**src/hw/rtl/mps_pkg.sv**
```systemverilog
`timescale 1ns / 1ps

package mps_pkg;

    localparam int unsigned SLOT_COUNT = 8;
    localparam int unsigned SLOT_W     = 3;
    localparam int unsigned SAMPLE_W   = 10;
    localparam int unsigned IDLE_W     = 16;
    localparam int unsigned CFG_IDX_W  = 2;
    localparam int unsigned CFG_DATA_W = 16;

    localparam logic [IDLE_W-1:0]   IDLE_MAX   = '1;
    localparam logic [SLOT_W-1:0]   SLOT_RESET = 3'd1;
    localparam logic [SAMPLE_W-1:0] WLOW_RESET = 10'd0;
    localparam logic [SAMPLE_W-1:0] WHIGH_RESET = 10'd1023;
    localparam logic [IDLE_W-1:0]   WAIT_RESET = 16'd65535;

    // Slot that feeds each bit of the report map
    localparam logic [SLOT_W-1:0] REPORT_ORDER [SLOT_COUNT] =
        '{3'd5, 3'd7, 3'd6, 3'd4, 3'd2, 3'd1, 3'd0, 3'd3};

    // Configuration register indexes
    localparam logic [CFG_IDX_W-1:0] CFG_WINDOW_LOW  = 2'd0;
    localparam logic [CFG_IDX_W-1:0] CFG_WINDOW_HIGH = 2'd1;
    localparam logic [CFG_IDX_W-1:0] CFG_MAX_WAIT    = 2'd2;

    typedef enum logic {
        CAUSE_CHANGE  = 1'b0,
        CAUSE_TIMEOUT = 1'b1
    } cause_t;

    typedef struct packed {
        logic [SLOT_COUNT-1:0] flags;
        logic [SLOT_W-1:0]     slot;
        logic [IDLE_W-1:0]     idle;
    } scan_state_t;

    typedef struct packed {
        logic [SLOT_W-1:0]     next_channel;
        logic                  report_valid;
        cause_t                cause;
        logic [SLOT_COUNT-1:0] slot_map;
    } scan_result_t;

endpackage

```
**src/hw/rtl/mps_judge.sv**
```systemverilog
`timescale 1ns / 1ps

module mps_judge (
    input  logic [mps_pkg::SAMPLE_W-1:0] sample,
    input  logic [mps_pkg::SAMPLE_W-1:0] window_low,
    input  logic [mps_pkg::SAMPLE_W-1:0] window_high,
    input  logic [mps_pkg::IDLE_W-1:0]   max_wait,
    input  mps_pkg::scan_state_t         cur,
    output mps_pkg::scan_state_t         nxt,
    output mps_pkg::scan_result_t        res
);
    import mps_pkg::*;

    logic in_window;
    logic was_plugged;
    logic changed;
    logic timeout;

    // Window compare, both bounds strict
    assign in_window   = (sample > window_low) && (sample < window_high);
    assign was_plugged = cur.flags[cur.slot];
    assign changed     = (was_plugged != in_window);
    assign timeout     = (cur.idle > max_wait);

    // Update flags, idle count and slot pointer
    always_comb
    begin
        nxt = cur;
        nxt.flags[cur.slot] = in_window;
        nxt.slot = cur.slot + 3'd1;
        priority if (changed || timeout)
        begin
            nxt.idle = '0;
        end
        else if (cur.idle != IDLE_MAX)
        begin
            nxt.idle = cur.idle + 16'd1;
        end
        else
        begin
            nxt.idle = cur.idle;
        end
    end

    // Build the report from the updated flags
    always_comb
    begin
        res.next_channel = nxt.slot;
        res.report_valid = changed || timeout;
        res.cause        = CAUSE_CHANGE;
        res.slot_map     = '0;
        if (changed || timeout)
        begin
            res.cause = changed ? CAUSE_CHANGE : CAUSE_TIMEOUT;
            for (int i = 0; i < SLOT_COUNT; i++)
            begin
                res.slot_map[i] = nxt.flags[REPORT_ORDER[i]];
            end
        end
    end

endmodule

```
**src/hw/rtl/multichannel_presence_scanner_unit.sv**
```systemverilog
`timescale 1ns / 1ps

// Channel   Direction  Handshake            Payload
// input     in         in_valid / in_stall  sample
// output    out        out_valid/ out_stall next_channel, report_valid,
//                                           report_cause, slot_map
// config    in         cfg_we               cfg_index, cfg_data
//
// One transaction per cycle sustained while out_stall stays low; a taken transaction passes
// through the input register, then the result register, before its result is on the
// outputs and can be accepted.
// The window compare and flag update are combinational between the two registers.
// Reset clears flags and idle count, points the scan at slot 1, loads defaults.
// A stalled result holds the result register; the input register then holds
// too, and in_stall rises only while both are full.

module multichannel_presence_scanner_unit (
    input  logic                           clk,
    input  logic                           rst_n,
    input  logic                           in_valid,
    output logic                           in_stall,
    input  logic [mps_pkg::SAMPLE_W-1:0]   sample,
    output logic                           out_valid,
    input  logic                           out_stall,
    output logic [mps_pkg::SLOT_W-1:0]     next_channel,
    output logic                           report_valid,
    output logic                           report_cause,
    output logic [mps_pkg::SLOT_COUNT-1:0] slot_map,
    input  logic                           cfg_we,
    input  logic [mps_pkg::CFG_IDX_W-1:0]  cfg_index,
    input  logic [mps_pkg::CFG_DATA_W-1:0] cfg_data
);
    import mps_pkg::*;

    logic [SAMPLE_W-1:0] window_low_reg;
    logic [SAMPLE_W-1:0] window_high_reg;
    logic [IDLE_W-1:0]   max_wait_reg;

    logic                in_valid_reg;
    logic [SAMPLE_W-1:0] sample_reg;

    scan_state_t         state_reg;
    scan_state_t         state_next;
    scan_result_t        step_res;

    logic                out_valid_reg;
    scan_result_t        result_reg;

    logic                out_free;
    logic                advance;
    logic                in_take;

    // Handshake control
    assign out_free = !out_valid_reg || !out_stall;
    assign advance  = in_valid_reg && out_free;
    assign in_stall = in_valid_reg && !out_free;
    assign in_take  = in_valid && !in_stall;

    // Configuration registers
    always_ff @(posedge clk or negedge rst_n)
    begin
        if (!rst_n)
        begin
            window_low_reg  <= WLOW_RESET;
            window_high_reg <= WHIGH_RESET;
            max_wait_reg    <= WAIT_RESET;
        end
        else if (cfg_we)
        begin
            unique case (cfg_index)
                CFG_WINDOW_LOW:  window_low_reg  <= cfg_data[SAMPLE_W-1:0];
                CFG_WINDOW_HIGH: window_high_reg <= cfg_data[SAMPLE_W-1:0];
                CFG_MAX_WAIT:    max_wait_reg    <= cfg_data[IDLE_W-1:0];
                default:         ;
            endcase
        end
    end

    // Input register: hold while the stage ahead is blocked
    always_ff @(posedge clk or negedge rst_n)
    begin
        if (!rst_n)
        begin
            in_valid_reg <= 1'b0;
        end
        else if (in_take)
        begin
            in_valid_reg <= 1'b1;
        end
        else if (advance)
        begin
            in_valid_reg <= 1'b0;
        end
    end

    always_ff @(posedge clk)
    begin
        if (in_take)
        begin
            sample_reg <= sample;
        end
    end

    mps_judge u_judge (
        .sample      (sample_reg),
        .window_low  (window_low_reg),
        .window_high (window_high_reg),
        .max_wait    (max_wait_reg),
        .cur         (state_reg),
        .nxt         (state_next),
        .res         (step_res)
    );

    // Scan state: advance once per processed transaction
    always_ff @(posedge clk or negedge rst_n)
    begin
        if (!rst_n)
        begin
            state_reg.flags <= '0;
            state_reg.slot  <= SLOT_RESET;
            state_reg.idle  <= '0;
        end
        else if (advance)
        begin
            state_reg <= state_next;
        end
    end

    // Result register
    always_ff @(posedge clk or negedge rst_n)
    begin
        if (!rst_n)
        begin
            out_valid_reg <= 1'b0;
        end
        else if (advance)
        begin
            out_valid_reg <= 1'b1;
        end
        else if (!out_stall)
        begin
            out_valid_reg <= 1'b0;
        end
    end

    always_ff @(posedge clk)
    begin
        if (advance)
        begin
            result_reg <= step_res;
        end
    end

    assign out_valid    = out_valid_reg;
    assign next_channel = result_reg.next_channel;
    assign report_valid = result_reg.report_valid;
    assign report_cause = logic'(result_reg.cause);
    assign slot_map     = result_reg.slot_map;

    // A processed transaction always lands in the result register
    a_advance_loads: assert property (@(posedge clk) disable iff (!rst_n)
        advance |=> out_valid_reg)
        else $error("processed transaction did not reach the result register");

    // The reported next slot matches the scan pointer
    a_slot_tracks: assert property (@(posedge clk) disable iff (!rst_n)
        advance |=> (result_reg.next_channel == state_reg.slot))
        else $error("next_channel out of step with scan pointer");

    // A report always restarts the idle count
    a_report_clears_idle: assert property (@(posedge clk) disable iff (!rst_n)
        (advance && step_res.report_valid) |=> (state_reg.idle == '0))
        else $error("idle count not cleared by a report");

    // Without a report the cause and map read zero
    a_quiet_zero: assert property (@(posedge clk) disable iff (!rst_n)
        (out_valid_reg && !result_reg.report_valid) |->
            (result_reg.slot_map == '0 && result_reg.cause == CAUSE_CHANGE))
        else $error("non-report result carries cause or map");

    // Input side stalls only with a full input register
    a_stall_needs_item: assert property (@(posedge clk) disable iff (!rst_n)
        in_stall |-> (in_valid_reg && out_valid_reg))
        else $error("input stalled with room in the pipeline");

endmodule

```
**config.mk**
```make
export PLATFORM = sky130hd
export DESIGN_NAME = multichannel_presence_scanner_unit
export DESIGN_NICKNAME = d
export VERILOG_FILES = /design/src/hw/rtl/mps_pkg.sv /design/src/hw/rtl/mps_judge.sv /design/src/hw/rtl/multichannel_presence_scanner_unit.sv
export SDC_FILE = /design/constraint.sdc
export NUM_CORES = 1
export LEC_CHECK = 0
export BUFFER_PORTS_ARGS = -buffer_cell sky130_fd_sc_hd__buf_4
export CAP_MARGIN = 20
export CORE_AREA = 5 5 109 111
export DETAILED_ROUTE_END_ITERATION = 12
export DIE_AREA = 0 0 114 116
export SLEW_MARGIN = 20
export SYNTH_ARGS = -nofsm -noshare
export SYNTH_HDL_FRONTEND = slang
export SYNTH_SLANG_ARGS = --single-unit
```
**constraint.sdc**
```tcl
create_clock -name clk -period 5 [get_ports clk]
set_input_delay 0.5 -clock clk [delete_from_list [all_inputs] [get_ports clk]]
set_output_delay 0.5 -clock clk [all_outputs]
set_load 0.01 [all_outputs]
```
==> results.toml <==
[cells_and_area]
drive_gt1_frac = 0.276
multi_input_area_um2 = 2140
largest_register_ffs = 27
utilization = 0.506
final_net_count = 555
ff_latch_area_um2 = 2350
n_antenna_cell = 0
nFillCells = 950
syn2layout_area_growth_pct = 14.4

[yosys]
synth_edf_count = 23
yosys_warnings = 0
async_flop_share = 0.739
yosysTopAreaCellShare = 0.201
syn_area_per_cell_um2 = 10.7
syn_inst = 442
synth_nets = 512
yosys.area.top_type = "dfrtp_1"
ys_seq_area_frac = 0.497
synth-main-ff-cell = "dfrtp_1"
synthTopCellsByArea = "dfrtp_1, dfstp_2, edfxtp_1, ha_1, mux2_2"
postSynthRegisterBits = 88
ys_types = 52
syn_area_um2 = 4730

[drt]
route.detailed.drc = 0
drt_iter0_markers = 153
wl_per_cell_um = 14.9
drtPass1Iterations = 4
vias = 3336
ant_nets = 0
routed_via_density = 5.30
routed_wl_mm = 9.41

[placement]
hpwl_mm = 6.74
gp_congestion = 0.853
port-buffer-count = 47

[cts]
cts_resized = 0
cts.path.max_buffers = 2
tritoncts = "yes"
clkTransAtPathRegs_ns = 0.09
cts-hold-fix-buffers = 0
root_buffer = "clkbuf_8"
clk_latency_ns = 0.36
numCtsBuffers = 9
cts_setup_buffers = 0
clock-sinks = 88
h-tree-depth = 3

[power_and_ir_drop]
ir_worst_vdd_mv = 0.193
total_leakage_power_uw = 0.00239
pwr_density_cell_nw_per_um2 = 463

[run_status]
status = "finished clean"

[sta]
slew-limit-headroom = 0.314
slew_viol_final = 0
clock-skew-final_ns = 0.0111
fmaxAchievable_mhz = 299
period_share = 0.669
rsz0062_at_grt = "no"
fin_crit_ns = 3.35
setup_violations = 0
fin_tns_setup_ns = 0
hold_violations = 0
worstMarginPinSlew_ns = 1.03

[min_path]
hold_path_class = "in2async"

[global_routing]
grt_use_total = 0.151
grt_pass1_vias = 3233
grt_max_degree = 66
grt_pass1_wl_mm = 15.8
grt_overflow_total = 0
antenna_found_initial = 0

[critical_path]
critPathKind = "reg2reg"
start_kind = "flip-flop"
path_max_fanout = 24
required_ns = 5.27
worstSetupEndpointType = "flip-flop"
r2r_setup_slack_ns = 1.65
arrival_ns = 3.61

[run]
max_cap_viol_count = 0

[floorplanning]
die_h_um = 116
core_um2 = 10700
fp.dieArea_um2 = 13200
die_x_um = 114
ios = 48
initial_core_util = 0.442
rows = 38
## per-layer routing
layer / track usage / part of all wire / vias to the layer above
met5: 0 / 0 / -
met4: 0.0428 / 0.011 / 0
met3: 0.0303 / 0.036 / 12
met2: 0.243 / 0.48 / 57
met1: 0.208 / 0.47 / 1605
li1: - / - / 1662
## cells in the mapped netlist, types with 3 or more instances
| master | n |
|---|---|
| nor3_1 | 9 |
| o31ai_1 | 7 |
| dfstp_2 | 27 |
| nand2_1 | 46 |
| nand3_1 | 26 |
| clkbuf_1 | 9 |
| nor2_1 | 13 |
| o21ai_0 | 19 |
| o311ai_2 | 3 |
| a31oi_1 | 3 |
| a21o_1 | 3 |
| mux2i_1 | 3 |
| nand2b_1 | 6 |
| inv_1 | 43 |
| nor2b_1 | 4 |
| nor4_1 | 3 |
| dfrtp_1 | 38 |
| ha_1 | 37 |
| edfxtp_1 | 23 |
| nand4_1 | 13 |
| a21oi_1 | 25 |
| buf_2 | 3 |
| and3_1 | 3 |
| mux2_2 | 34 |
| a21boi_0 | 4 |
| or3_1 | 4 |
## power by group
| group | internal [uW] | switching (uW) |
|---|---|---|
| Clock | 293 | 254 |
| Combinational | 376 | 459 |
| Sequential | 954 | 167 |
## cell families after synthesis
family,share of synthesized area
compound gates,0.110
buf+inv,0.0508
xor+xnor,0.00556
mux,0.0905
flops,0.497
simple gates,0.148
fa+ha+maj,0.0979
## area by class of cell
class | count | area share
clock inverter | 6 | 0.0153
tap | 140 | 0.0324
multi-input combinational | 295 | 0.396
sequential | 88 | 0.434
inverter | 43 | 0.0298
timing repair buffer | 48 | 0.0666
clock buffer | 10 | 0.0254
## final timing paths
kind,start,to,depth (start not counted)
min reg2reg,in_valid_reg,out_valid,1
max in group asynchronous,rst_n,in_valid_reg,1
max,window_high_reg[9],state_reg[6],9
min in group clk,sample[7],sample_reg[7],1
min,rst_n,state_reg[13],1
max reg2reg,window_high_reg[9],state_reg[6],9
## critical path: stages (launching register included)
cell and delay (ns):
dfstp_2 0.55, inv_1 0.04, ha_1 0.28, and4_4 0.19, a221o_1 0.35, a211oi_2 0.31, a21oi_2 0.16, nor3_4 0.85
nand2_4 0.21, o311ai_2 0.31
## layout by cell type (no fill, tap or decap), types with 2 or more instances in the layout
master / netlist / final
a21boi_0: 4 / 4
o31ai_1: 7 / 7
nor2b_1: 4 / 4
mux2_2: 34 / 34
ha_1: 37 / 37
mux2i_1: 3 / 3
or3_1: 4 / 4
clkinv_2: 0 / 2
a21o_1: 3 / 3
nor3_1: 9 / 9
o22ai_1: 2 / 2
a22oi_1: 2 / 2
nand2b_1: 6 / 6
nor4_1: 3 / 3
bufinv_16: 0 / 2
nand3_1: 26 / 26
nor2_1: 13 / 13
inv_1: 43 / 43
o311ai_2: 3 / 3
o21ai_0: 19 / 19
and3_1: 3 / 3
xnor2_1: 2 / 2
and2_1: 2 / 2
nand4_1: 13 / 13
dfrtp_1: 38 / 38
nand2_1: 46 / 46
dfstp_2: 27 / 27
a21oi_1: 25 / 25
clkbuf_8: 0 / 10
a22o_1: 2 / 2
edfxtp_1: 23 / 23
buf_4: 2 / 48
nand3b_1: 2 / 2
a31oi_1: 3 / 3
## per-stage QoR
step | cells | total power, uW | hold slack (ns) | cell area [um^2] | worst slack, ns
final | 630 | 2500 | 0.234 | 5410 | 1.65
after global routing | 630 | 2690 | 0.287 | 5410 | 1.47
after CTS | 630 | 2530 | 0.272 | 5410 | 1.67
after detailed placement | 614 | 1980 | 0.470 | 5190 | 1.72
after global placement | 614 | 1950 | 0.469 | 5190 | 1.76
after floorplan | 442 | 1760 | 0.204 | 4730 | 2.55
No activity file was read; power rests on OpenSTA's default activity.
